## config.mk

```make
export PLATFORM = sky130hd
export DESIGN_NAME = gregorian_date_offset_flat
export DESIGN_NICKNAME = d
export VERILOG_FILES = /design/src/sv/gdo_pkg.sv /design/src/sv/gdo_in_if.sv /design/src/sv/gdo_out_if.sv /design/src/sv/gregorian_date_offset.sv /design/src/sv/gdo_datapath.sv /design/src/sv/gdo_ctrl.sv /design/src/flat_wrapper.sv
export SDC_FILE = /design/constraint.sdc
export NUM_CORES = 1
export LEC_CHECK = 0
export BUFFER_PORTS_ARGS = -buffer_cell sky130_fd_sc_hd__buf_2
export CORE_ASPECT_RATIO = 0.7
export CORE_UTILIZATION = 55
export CTS_BUF_LIST = sky130_fd_sc_hd__clkbuf_8
export DETAILED_ROUTE_END_ITERATION = 12
export HOLD_SLACK_MARGIN = 0.03
export PLACE_DENSITY = 0.72
export SLEW_MARGIN = 10
export SYNTH_ARGS = -nofsm -noshare
export SYNTH_HDL_FRONTEND = slang
export SYNTH_SLANG_ARGS = --single-unit
```

## constraint.sdc

```tcl
create_clock -name i_clk -period 8.1 [get_ports i_clk]
set_clock_uncertainty 0.05 [all_clocks]
set_input_delay 1.62 -clock i_clk [delete_from_list [all_inputs] [get_ports i_clk]]
set_output_delay 1.62 -clock i_clk [all_outputs]
set_load 0.01 [all_outputs]
```

## src/sv/gdo_pkg.sv

```systemverilog
// gdo_pkg: shared types, constants and calendar helpers for gregorian_date_offset.
// No dependencies; every other file of the block but gdo_out_if refers to it by scoped names.
package gdo_pkg;

    localparam int OFFSET_BITS = 16;
    localparam int SUM_BITS    = OFFSET_BITS + 6;
    localparam int STEP_BITS   = 4;
    localparam int ACC_BITS    = 12;

    localparam logic [13:0] BASE_YEAR = 14'd1601;
    localparam logic [13:0] LAST_YEAR = 14'd9999;

    localparam logic [STEP_BITS-1:0] REDUCE_TOP = 4'd5;
    localparam logic [STEP_BITS-1:0] MOD7_TOP   = 4'd8;

    typedef logic [1:0] t_status;
    localparam t_status STATUS_OK       = 2'd0;
    localparam t_status STATUS_BAD_DATE = 2'd1;
    localparam t_status STATUS_RANGE    = 2'd2;

    typedef enum logic [3:0] {
        OP_NONE,
        OP_LOAD,
        OP_REDUCE,
        OP_MARK_BAD,
        OP_MARK_RANGE,
        OP_WALK,
        OP_WDAY,
        OP_MOD7,
        OP_EMIT
    } t_op;

    typedef struct packed {
        t_op                  op;
        logic [STEP_BITS-1:0] step;
    } t_cmd;

    typedef struct packed {
        logic bad_date;
        logic fwd_high;
        logic walk_done;
        logic walk_fail;
        logic year_high;
        logic out_busy;
    } t_stat;

    // leap test from year mod 400
    function automatic logic is_leap(input logic [8:0] yrem);
        is_leap = (yrem[1:0] == 2'd0) && (yrem != 9'd100) && (yrem != 9'd200)
                  && (yrem != 9'd300);
    endfunction

    function automatic logic [4:0] days_in_month(input logic [3:0] m, input logic leap);
        case (m) inside
            4'd2:                    days_in_month = leap ? 5'd29 : 5'd28;
            4'd4, 4'd6, 4'd9, 4'd11: days_in_month = 5'd30;
            default:                 days_in_month = 5'd31;
        endcase
    endfunction

    // 23*m/9
    function automatic logic [4:0] month_term(input logic [3:0] m);
        case (m)
            4'd1:    month_term = 5'd2;
            4'd2:    month_term = 5'd5;
            4'd3:    month_term = 5'd7;
            4'd4:    month_term = 5'd10;
            4'd5:    month_term = 5'd12;
            4'd6:    month_term = 5'd15;
            4'd7:    month_term = 5'd17;
            4'd8:    month_term = 5'd20;
            4'd9:    month_term = 5'd23;
            4'd10:   month_term = 5'd25;
            4'd11:   month_term = 5'd28;
            4'd12:   month_term = 5'd30;
            default: month_term = 5'd0;
        endcase
    endfunction

endpackage

```

## src/sv/gdo_in_if.sv

```systemverilog
// gdo_in_if: input channel (start date and day offset) with valid/ready.
// Depends on gdo_pkg for the offset width.
interface gdo_in_if;
    logic                                valid;
    logic                                ready;
    logic [4:0]                          in_day;
    logic [3:0]                          in_month;
    logic [13:0]                         in_year;
    logic signed [gdo_pkg::OFFSET_BITS-1:0] day_offset;

    modport source (output valid, output in_day, output in_month, output in_year,
                    output day_offset, input ready);
    modport sink   (input valid, input in_day, input in_month, input in_year,
                    input day_offset, output ready);
endinterface

```

## src/sv/gdo_out_if.sv

```systemverilog
// gdo_out_if: result channel (moved date, weekday, status) with valid/ready.
// No dependencies.
interface gdo_out_if;
    logic        valid;
    logic        ready;
    logic [4:0]  out_day;
    logic [3:0]  out_month;
    logic [13:0] out_year;
    logic [2:0]  weekday;
    logic [1:0]  status;

    modport source (output valid, output out_day, output out_month, output out_year,
                    output weekday, output status, input ready);
    modport sink   (input valid, input out_day, input out_month, input out_year,
                    input weekday, input status, output ready);
endinterface

```

## src/sv/gregorian_date_offset.sv

```systemverilog
// gregorian_date_offset: top level, moves a Gregorian date by a signed day count.
// Depends on gdo_pkg, gdo_in_if, gdo_out_if, gdo_ctrl and gdo_datapath.
//
//   channel  dir  handshake        fields
//   i_in     in   valid / ready    in_day, in_month, in_year, day_offset
//   o_out    out  valid / ready    out_day, out_month, out_year, weekday, status
//
// One beat at a time: run time is set by the month-stride walk (one month per
// cycle), plus the year mod 400 and mod 7 reductions; invalid dates skip both
// the walk and the weekday reduction.
// Synchronous active-low reset clears the sequencer and the output valid.
// The output register frees the core: a new beat is taken while a result waits.
module gregorian_date_offset (
    input  logic       i_clk,
    input  logic       i_rst_n,
    gdo_in_if.sink     i_in,
    gdo_out_if.source  o_out
);
    gdo_pkg::t_cmd  w_cmd;
    gdo_pkg::t_stat w_stat;
    logic           w_in_ready;

    gdo_ctrl u_ctrl (
        .i_clk      (i_clk),
        .i_rst_n    (i_rst_n),
        .i_in_valid (i_in.valid),
        .o_in_ready (w_in_ready),
        .i_stat     (w_stat),
        .o_cmd      (w_cmd)
    );

    gdo_datapath u_datapath (
        .i_clk        (i_clk),
        .i_rst_n      (i_rst_n),
        .i_cmd        (w_cmd),
        .o_stat       (w_stat),
        .i_day        (i_in.in_day),
        .i_month      (i_in.in_month),
        .i_year       (i_in.in_year),
        .i_day_offset (i_in.day_offset),
        .i_out_ready  (o_out.ready),
        .o_out_valid  (o_out.valid),
        .o_day        (o_out.out_day),
        .o_month      (o_out.out_month),
        .o_year       (o_out.out_year),
        .o_weekday    (o_out.weekday),
        .o_status     (o_out.status)
    );

    assign i_in.ready = w_in_ready;

endmodule

```

## src/sv/gdo_datapath.sv

```systemverilog
// gdo_datapath: date registers, year mod 400 reduction, month-stride walk,
// weekday mod 7 reduction and output register. Depends on gdo_pkg.
module gdo_datapath (
    input  logic                              i_clk,
    input  logic                              i_rst_n,
    input  gdo_pkg::t_cmd                     i_cmd,
    output gdo_pkg::t_stat                    o_stat,
    input  logic [4:0]                        i_day,
    input  logic [3:0]                        i_month,
    input  logic [13:0]                       i_year,
    input  logic signed [gdo_pkg::OFFSET_BITS-1:0] i_day_offset,
    input  logic                              i_out_ready,
    output logic                              o_out_valid,
    output logic [4:0]                        o_day,
    output logic [3:0]                        o_month,
    output logic [13:0]                       o_year,
    output logic [2:0]                        o_weekday,
    output logic [1:0]                        o_status
);
    localparam int SB = gdo_pkg::SUM_BITS;
    localparam int AB = gdo_pkg::ACC_BITS;

    logic [4:0]            r_org_d;
    logic [3:0]            r_org_m;
    logic [13:0]           r_org_y;
    logic [4:0]            r_d;
    logic [3:0]            r_m;
    logic [13:0]           r_y;
    logic [13:0]           r_yrem;
    logic signed [SB-1:0]  r_rem;
    gdo_pkg::t_status      r_status;
    logic [AB-1:0]         r_acc;
    logic                  r_o_valid;
    logic [4:0]            r_o_day;
    logic [3:0]            r_o_month;
    logic [13:0]           r_o_year;
    logic [2:0]            r_o_weekday;
    logic [1:0]            r_o_status;

    logic                  w_leap;
    logic [4:0]            w_dim;
    logic [4:0]            w_gap;
    logic [3:0]            w_prev_m;
    logic [4:0]            w_prev_dim;
    logic signed [SB-1:0]  w_gap_s;
    logic signed [SB-1:0]  w_d_s;
    logic                  w_pos;
    logic                  w_neg;
    logic                  w_fwd_jump;
    logic                  w_back_jump;
    logic [13:0]           w_div;
    logic [AB-1:0]         w_m7;
    logic [AB-1:0]         w_yp;
    logic [AB-1:0]         w_yy;
    logic                  w_early;
    logic [4:0]            w_cent;
    logic [2:0]            w_quad;
    logic [AB-1:0]         w_sum;

    always_comb begin
        w_leap      = gdo_pkg::is_leap(r_yrem[8:0]);
        w_dim       = gdo_pkg::days_in_month(r_m, w_leap);
        w_gap       = w_dim - r_d;
        w_prev_m    = (r_m == 4'd1) ? 4'd12 : r_m - 4'd1;
        w_prev_dim  = gdo_pkg::days_in_month(w_prev_m, w_leap);
        w_gap_s     = signed'({{(SB-5){1'b0}}, w_gap});
        w_d_s       = signed'({{(SB-5){1'b0}}, r_d});
        w_neg       = r_rem[SB-1];
        w_pos       = !w_neg && (r_rem != '0);
        w_fwd_jump  = w_pos && (r_rem > w_gap_s);
        w_back_jump = w_neg && ((r_rem + w_d_s) <= signed'(SB'(0)));
        w_div       = 14'd400 << i_cmd.step;
        w_m7        = 12'd7 << i_cmd.step;

        // weekday depends on year mod 400 only; evaluate at 2000 + (y mod 400)
        w_yp    = 12'd2000 + {3'd0, r_yrem[8:0]};
        w_early = r_m < 4'd3;
        w_yy    = w_early ? w_yp - 12'd1 : w_yp;
        if (w_yy >= 12'd2300) begin
            w_cent = 5'd23;
        end else if (w_yy >= 12'd2200) begin
            w_cent = 5'd22;
        end else if (w_yy >= 12'd2100) begin
            w_cent = 5'd21;
        end else if (w_yy >= 12'd2000) begin
            w_cent = 5'd20;
        end else begin
            w_cent = 5'd19;
        end
        w_quad = (w_yy >= 12'd2000) ? 3'd5 : 3'd4;
        w_sum  = {7'd0, gdo_pkg::month_term(r_m)} + {7'd0, r_d} + w_yp + 12'd4
                 + {2'd0, w_yy[11:2]} + {9'd0, w_quad} - {7'd0, w_cent}
                 - (w_early ? 12'd0 : 12'd2);
    end

    always_comb begin
        o_stat.bad_date  = (r_y < gdo_pkg::BASE_YEAR) || (r_m == 4'd0) || (r_m > 4'd12)
                           || (r_d == 5'd0) || (r_d > w_dim);
        o_stat.fwd_high  = (r_y > gdo_pkg::LAST_YEAR) && !w_neg;
        o_stat.walk_done = (r_rem == '0);
        o_stat.walk_fail = (w_fwd_jump && (r_m == 4'd12) && (r_y >= gdo_pkg::LAST_YEAR))
                           || (w_back_jump && (r_m == 4'd1) && (r_y <= gdo_pkg::BASE_YEAR));
        o_stat.year_high = r_y > gdo_pkg::LAST_YEAR;
        o_stat.out_busy  = r_o_valid && !i_out_ready;
    end

    always_ff @(posedge i_clk) begin
        unique case (i_cmd.op)
            gdo_pkg::OP_LOAD: begin
                r_org_d  <= i_day;
                r_org_m  <= i_month;
                r_org_y  <= i_year;
                r_d      <= i_day;
                r_m      <= i_month;
                r_y      <= i_year;
                r_yrem   <= i_year;
                r_rem    <= {{(SB-gdo_pkg::OFFSET_BITS){i_day_offset[gdo_pkg::OFFSET_BITS-1]}},
                             i_day_offset};
                r_status <= gdo_pkg::STATUS_OK;
            end
            gdo_pkg::OP_REDUCE: begin
                if (r_yrem >= w_div) begin
                    r_yrem <= r_yrem - w_div;
                end
            end
            gdo_pkg::OP_MARK_BAD:   r_status <= gdo_pkg::STATUS_BAD_DATE;
            gdo_pkg::OP_MARK_RANGE: r_status <= gdo_pkg::STATUS_RANGE;
            gdo_pkg::OP_WALK: begin
                if (w_fwd_jump) begin
                    r_rem <= r_rem - w_gap_s - signed'(SB'(1));
                    r_d   <= 5'd1;
                    if (r_m == 4'd12) begin
                        r_m    <= 4'd1;
                        r_y    <= r_y + 14'd1;
                        r_yrem <= (r_yrem == 14'd399) ? 14'd0 : r_yrem + 14'd1;
                    end else begin
                        r_m <= r_m + 4'd1;
                    end
                end else if (w_back_jump) begin
                    r_rem <= r_rem + w_d_s;
                    r_d   <= w_prev_dim;
                    r_m   <= w_prev_m;
                    if (r_m == 4'd1) begin
                        r_y    <= r_y - 14'd1;
                        r_yrem <= (r_yrem == 14'd0) ? 14'd399 : r_yrem - 14'd1;
                    end
                end else begin
                    r_d   <= r_d + r_rem[4:0];
                    r_rem <= '0;
                end
            end
            gdo_pkg::OP_WDAY: r_acc <= w_sum;
            gdo_pkg::OP_MOD7: begin
                if (r_acc >= w_m7) begin
                    r_acc <= r_acc - w_m7;
                end
            end
            gdo_pkg::OP_EMIT: begin
                r_o_status <= r_status;
                if (r_status == gdo_pkg::STATUS_OK) begin
                    r_o_day     <= r_d;
                    r_o_month   <= r_m;
                    r_o_year    <= r_y;
                    r_o_weekday <= r_acc[2:0];
                end else begin
                    r_o_day     <= r_org_d;
                    r_o_month   <= r_org_m;
                    r_o_year    <= r_org_y;
                    r_o_weekday <= 3'd0;
                end
            end
            default: begin
            end
        endcase
    end

    always_ff @(posedge i_clk) begin
        if (!i_rst_n) begin
            r_o_valid <= 1'b0;
        end else if (i_cmd.op == gdo_pkg::OP_EMIT) begin
            r_o_valid <= 1'b1;
        end else if (i_out_ready) begin
            r_o_valid <= 1'b0;
        end
    end

    assign o_out_valid = r_o_valid;
    assign o_day       = r_o_day;
    assign o_month     = r_o_month;
    assign o_year      = r_o_year;
    assign o_weekday   = r_o_weekday;
    assign o_status    = r_o_status;

endmodule

```

## src/sv/gdo_ctrl.sv

```systemverilog
// gdo_ctrl: sequencer for one beat: load, year reduction, date check, walk,
// weekday reduction, hand-off to the output register. Depends on gdo_pkg.
module gdo_ctrl (
    input  logic           i_clk,
    input  logic           i_rst_n,
    input  logic           i_in_valid,
    output logic           o_in_ready,
    input  gdo_pkg::t_stat i_stat,
    output gdo_pkg::t_cmd  o_cmd
);
    typedef enum logic [2:0] {
        S_IDLE,
        S_REDUCE,
        S_CHECK,
        S_WALK,
        S_WDAY,
        S_MOD7,
        S_DONE
    } t_state;

    localparam logic [gdo_pkg::STEP_BITS-1:0] CNT_ONE = {{(gdo_pkg::STEP_BITS-1){1'b0}}, 1'b1};

    t_state                        r_state;
    t_state                        n_state;
    logic [gdo_pkg::STEP_BITS-1:0] r_cnt;
    logic [gdo_pkg::STEP_BITS-1:0] n_cnt;

    always_comb begin
        n_state    = r_state;
        n_cnt      = r_cnt;
        o_cmd.op   = gdo_pkg::OP_NONE;
        o_cmd.step = r_cnt;
        o_in_ready = 1'b0;
        unique case (r_state)
            S_IDLE: begin
                o_in_ready = 1'b1;
                if (i_in_valid) begin
                    o_cmd.op = gdo_pkg::OP_LOAD;
                    n_cnt    = gdo_pkg::REDUCE_TOP;
                    n_state  = S_REDUCE;
                end
            end
            S_REDUCE: begin
                o_cmd.op = gdo_pkg::OP_REDUCE;
                n_cnt    = r_cnt - CNT_ONE;
                if (r_cnt == '0) begin
                    n_state = S_CHECK;
                end
            end
            S_CHECK: begin
                if (i_stat.bad_date) begin
                    o_cmd.op = gdo_pkg::OP_MARK_BAD;
                    n_state  = S_DONE;
                end else if (i_stat.fwd_high) begin
                    o_cmd.op = gdo_pkg::OP_MARK_RANGE;
                    n_state  = S_DONE;
                end else begin
                    n_state = S_WALK;
                end
            end
            S_WALK: begin
                if (i_stat.walk_fail) begin
                    o_cmd.op = gdo_pkg::OP_MARK_RANGE;
                    n_state  = S_DONE;
                end else if (i_stat.walk_done) begin
                    if (i_stat.year_high) begin
                        o_cmd.op = gdo_pkg::OP_MARK_RANGE;
                        n_state  = S_DONE;
                    end else begin
                        n_state = S_WDAY;
                    end
                end else begin
                    o_cmd.op = gdo_pkg::OP_WALK;
                end
            end
            S_WDAY: begin
                o_cmd.op = gdo_pkg::OP_WDAY;
                n_cnt    = gdo_pkg::MOD7_TOP;
                n_state  = S_MOD7;
            end
            S_MOD7: begin
                o_cmd.op = gdo_pkg::OP_MOD7;
                n_cnt    = r_cnt - CNT_ONE;
                if (r_cnt == '0) begin
                    n_state = S_DONE;
                end
            end
            S_DONE: begin
                if (!i_stat.out_busy) begin
                    o_cmd.op = gdo_pkg::OP_EMIT;
                    n_state  = S_IDLE;
                end
            end
            default: n_state = S_IDLE;
        endcase
    end

    always_ff @(posedge i_clk) begin
        if (!i_rst_n) begin
            r_state <= S_IDLE;
            r_cnt   <= '0;
        end else begin
            r_state <= n_state;
            r_cnt   <= n_cnt;
        end
    end

endmodule

```

## src/flat_wrapper.sv

```systemverilog
// flat-port wrapper written by rule: the top's interface ports become plain ports
module gregorian_date_offset_flat 
  (i_clk, i_rst_n, i_in_valid, i_in_in_day, i_in_in_month, i_in_in_year, i_in_day_offset, i_in_ready, o_out_valid, o_out_out_day, o_out_out_month, o_out_out_year, o_out_weekday, o_out_status, o_out_ready);
  gdo_in_if i_in_i ();
  gdo_out_if o_out_i ();
  input  logic i_clk;
  input  logic i_rst_n;
  input wire logic [$bits(i_in_i.valid)-1:0] i_in_valid;
  input wire logic [$bits(i_in_i.in_day)-1:0] i_in_in_day;
  input wire logic [$bits(i_in_i.in_month)-1:0] i_in_in_month;
  input wire logic [$bits(i_in_i.in_year)-1:0] i_in_in_year;
  input wire logic [$bits(i_in_i.day_offset)-1:0] i_in_day_offset;
  output wire logic [$bits(i_in_i.ready)-1:0] i_in_ready;
  output wire logic [$bits(o_out_i.valid)-1:0] o_out_valid;
  output wire logic [$bits(o_out_i.out_day)-1:0] o_out_out_day;
  output wire logic [$bits(o_out_i.out_month)-1:0] o_out_out_month;
  output wire logic [$bits(o_out_i.out_year)-1:0] o_out_out_year;
  output wire logic [$bits(o_out_i.weekday)-1:0] o_out_weekday;
  output wire logic [$bits(o_out_i.status)-1:0] o_out_status;
  input wire logic [$bits(o_out_i.ready)-1:0] o_out_ready;
  assign i_in_i.valid = i_in_valid;
  assign i_in_i.in_day = i_in_in_day;
  assign i_in_i.in_month = i_in_in_month;
  assign i_in_i.in_year = i_in_in_year;
  assign i_in_i.day_offset = i_in_day_offset;
  assign i_in_ready = i_in_i.ready;
  assign o_out_valid = o_out_i.valid;
  assign o_out_out_day = o_out_i.out_day;
  assign o_out_out_month = o_out_i.out_month;
  assign o_out_out_year = o_out_i.out_year;
  assign o_out_weekday = o_out_i.weekday;
  assign o_out_status = o_out_i.status;
  assign o_out_i.ready = o_out_ready;
  gregorian_date_offset u_core (.i_clk(i_clk), .i_rst_n(i_rst_n), .i_in(i_in_i), .o_out(o_out_i));
endmodule
```

==> key figures <==
Logic synthesis
  – Synth area leader: edfxtp_1
  – Top-count cell post-synth: nand2_1
  – Syn nets: ~1,500
  – Synthesized instance count: around 1,300
  – Post-Syn Area: 11,980 um2
  – Post-Syn Area per Cell: 9.086 um2
  – Ys async rst share: 0%
  – Distinct cells, synth: 91
  – Top-area cell type share of the netlist area: a little under a third
  – Number of enable-type register cells in the synthesized netlist: ~120
  – Main synth FF type: edfxtp_1
  – Synth cell count leaders: 135 x nand2_1, 124 x edfxtp_1, 110 x ha_1, 94 x o21ai_0, 91 x nor2_1
  – Largest cells by area after synthesis: edfxtp_1 31%, ha_1 11%, nand2_1 4.2%, o21ai_0 3.9%, fa_1 3.2%
  – FF+latch count, synth: 137
  – Synthesis Warnings: 0
  – Post-synthesis sequential area ratio: 33.24%

Setup path
  – Critical path class: register to register
  – Kind of end point of the critical path: register
  – Worst reg2reg path startpoint: u_core.u_datapath.r_m[0]$_DFFE_PP_
  – Worst R2R Path Depth: 29
  – CP Data Arrival Time: ~7700 ps
  – WP data required: between 8000 and 9000 ps
  – Startpoint Class: register
  – R2r setup slk: between 700 and 800 ps
  – Max FO, Critical Path: 13
  – RR Endpoint: u_core.u_datapath.r_acc[11]$_DFFE_PP_
  – CP max stage delay: 580 ps
  – CP max-delay cell: edfxtp_1

Global route
  – Total gr overflow: 0
  – Overall Global Routing Usage: between 30% and 40%
  – Antenna violations before repair: 0
  – Number of global-route vias before repair: between 9,000 and 10,000
  – Largest net degree at the start of global routing: 38
  – First-pass GRT wire length: 52,580 um

Placement
  – Routability Congestion: about 0.95
  – DP HPWL: approximately 24,000 um
  – IO buf count: 72
  – Placed cells: about 1,600
  – Dpl cell area: between 10,000 and 15,000 um2

Die
  – Core footprint: 21,030 um2
  – Row count: between 40 and 50
  – Starting Density: 56.98%
  – Die ar.: approximately 22,000 um2
  – # IOs: 73
  – Chip width: approximately 180 um
  – Die Y: 125.5 um

Timing
  – Max Slew Vio Count: 0
  – Setup TNS: 0 ps
  – Fin crit share: between 90% and 100%
  – Max Clk Rate: approximately 140 MHz
  – Final Hold Fails: 0
  – Final setup viols: 0
  – RSZ-0062 raised after global routing: false
  – Slew HR: between 20% and 30%
  – Worst slew pin tran: roughly 1100 ps
  – Final Critical Period: 7376 ps

Cells and area
  – Layout Nets: 1,530
  – Final core occ: 61.52%
  – Diode count: 0
  – Layout Cells excl Fill: 1,647
  – Layout cells sized above 1: between 10% and 20%
  – Fin area: around 13,000 um2
  – Layout area overhead: 7.956%

Min path
  – Hold depth: 0
  – Hold Startpoint: u_core.u_datapath.r_status[1]$_DFFE_PP_
  – Hold Crit Class: register to register
  – Worst Hold End: u_core.u_datapath.o_status[1]$_DFFE_PP_

CTS
  – H-Tree Depth: 4
  – Clk Latency, worst-skew pair: 490 ps
  – Clock root cell: clkbuf_8
  – CTS tree: built
  – Num CTS Buffers: 17
  – Clock transition at the registers of the reported paths: 80 ps
  – Clock sink total: around 140
  – CTS Buffer Depth: 2

Route
  – Drt initial violations: roughly 1,100
  – Via count: between 10,000 and 15,000
  – Remaining DRCs: 0
  – Routed Wire Length: approximately 32,000 um
  – DR vias/cell: 6.410
  – Final antenna-violating net count: 0
  – DR WL/cell: 19.71 um
  – DR pass1 iterations: 6

Run status
  – Status: complete, no violations

Run
  – Max-cap violations: 0
## cell type report
| cell class | instances | area, um2 |
|---|---|---|
| clock inverter | 15 | 166.4 |
| tap | 276 | 345.3 |
| fill | 1846 | 8093 |
| inverter | 85 | 319.1 |
| clock buffer | 17 | 234.0 |
| multi-input combinational | 1035 | 7453 |
| sequential | 137 | 3984 |
| timing repair buffer | 82 | 435.4 |
## sequential cells by signal (all words and copies together) (netlist names), 5 cells and up, named ones only
signal	count
u_core.u_datapath.r_rem	22
u_core.u_datapath.o_year	14
u_core.u_datapath.r_yrem	14
u_core.u_datapath.r_y	14
u_core.u_datapath.r_d	5
u_core.u_datapath.r_acc	12
u_core.u_datapath.o_day	5
u_core.u_datapath.r_org_d	5
u_core.u_datapath.r_org_y	14
## layer usage
layer | GRT usage (%) | part of all wire, % | vias to the layer above
met1 | 44.76 | 47 | 5015
met2 | 43.98 | 42 | 531
met3 | 5.900 | 8.7 | 50
met5 | 0 | 0 | -
li1 | - | - | 4962
met4 | 8.574 | 1.6 | 0
## cells in the final DEF (no fill, tap or decap), drive strengths merged, types with 11 or more instances in the layout
cell type  netlist  routed
xnor2           42      42
o21a            13      13
edfxtp         124     124
clkbuf          45      17
and3            12      12
nand2          137     137
or3             17      17
nand3           26      26
nor4            18      18
o21ai           98      98
nand4           16      16
buf             17      82
dfxtp           13      13
a22oi           12      12
mux2            29      29
inv             83      90
and2            12      12
a21o            17      17
a21oi           67      67
o221ai          15      15
nor3            41      41
o31ai           14      14
xor2            32      32
nor2b           15      15
a31oi           11      11
fa              19      19
nor2            92      92
ha             110     110
nand2b          16      16
## cell families (layout without fill, tap and decap cells)
family | Yosys count | after routing | share of synthesized area [%]
xor+xnor | 74 | 74 | 5.408
buf+inv | 147 | 199 | 4.824
simple gates | 439 | 439 | 18.52
mux | 39 | 39 | 3.696
flops | 137 | 137 | 33.24
compound gates | 354 | 354 | 19.65
fa+ha+maj | 129 | 129 | 14.66
## metrics by stage
stage               hold WS [ps]  setup slack [ps]
floorplan                  426.9              1215
global placement           467.7             858.4
detailed placement         476.2             619.9
CTS                        494.0             586.4
global route               498.2             91.98
finish                     491.3             724.1
## worst max path at each step
stage | start | to | cells past startpoint | slack, ps
3_5_place_dp | u_core.u_datapath.r_m[0]$_DFFE_PP_ | u_core.u_datapath.r_acc[11]$_DFFE_PP_ | 29 | 620
5_1_grt | u_core.u_datapath.r_m[0]$_DFFE_PP_ | u_core.u_datapath.r_acc[11]$_DFFE_PP_ | 29 | 90
3_3_place_gp | u_core.u_datapath.r_m[0]$_DFFE_PP_ | u_core.u_datapath.r_acc[11]$_DFFE_PP_ | 29 | 860
2_1_floorplan | u_core.u_datapath.r_yrem[4]$_DFFE_PP_ | u_core.u_datapath.r_y[12]$_DFFE_PP_ | 32 | 1220
6_report | u_core.u_datapath.r_m[0]$_DFFE_PP_ | u_core.u_datapath.r_acc[11]$_DFFE_PP_ | 29 | 720
4_1_cts | u_core.u_datapath.r_m[0]$_DFFE_PP_ | u_core.u_datapath.r_acc[11]$_DFFE_PP_ | 29 | 590
## critical path: cells and delay by family (launching register included)
kind | cells | cell delay (ps)
adder cells (fa/ha/maj) | 7 | 2470
XOR/XNOR | 1 | 340
buffers and inverters | 3 | 240
AO/OA/AOI/OAI | 8 | 1590
flip-flops | 1 | 580
AND/OR/NAND/NOR | 10 | 1950
## timing repair
item	in CTS	in global routing
endpoints found under the setup margin	0	2
buffers inserted	0	0
resized for setup	0	1
hold buffers	0	0
Power is left out: the tool's default activity adds up to more than one toggle a clock period on the data nets, which glitch-free logic cannot reach.
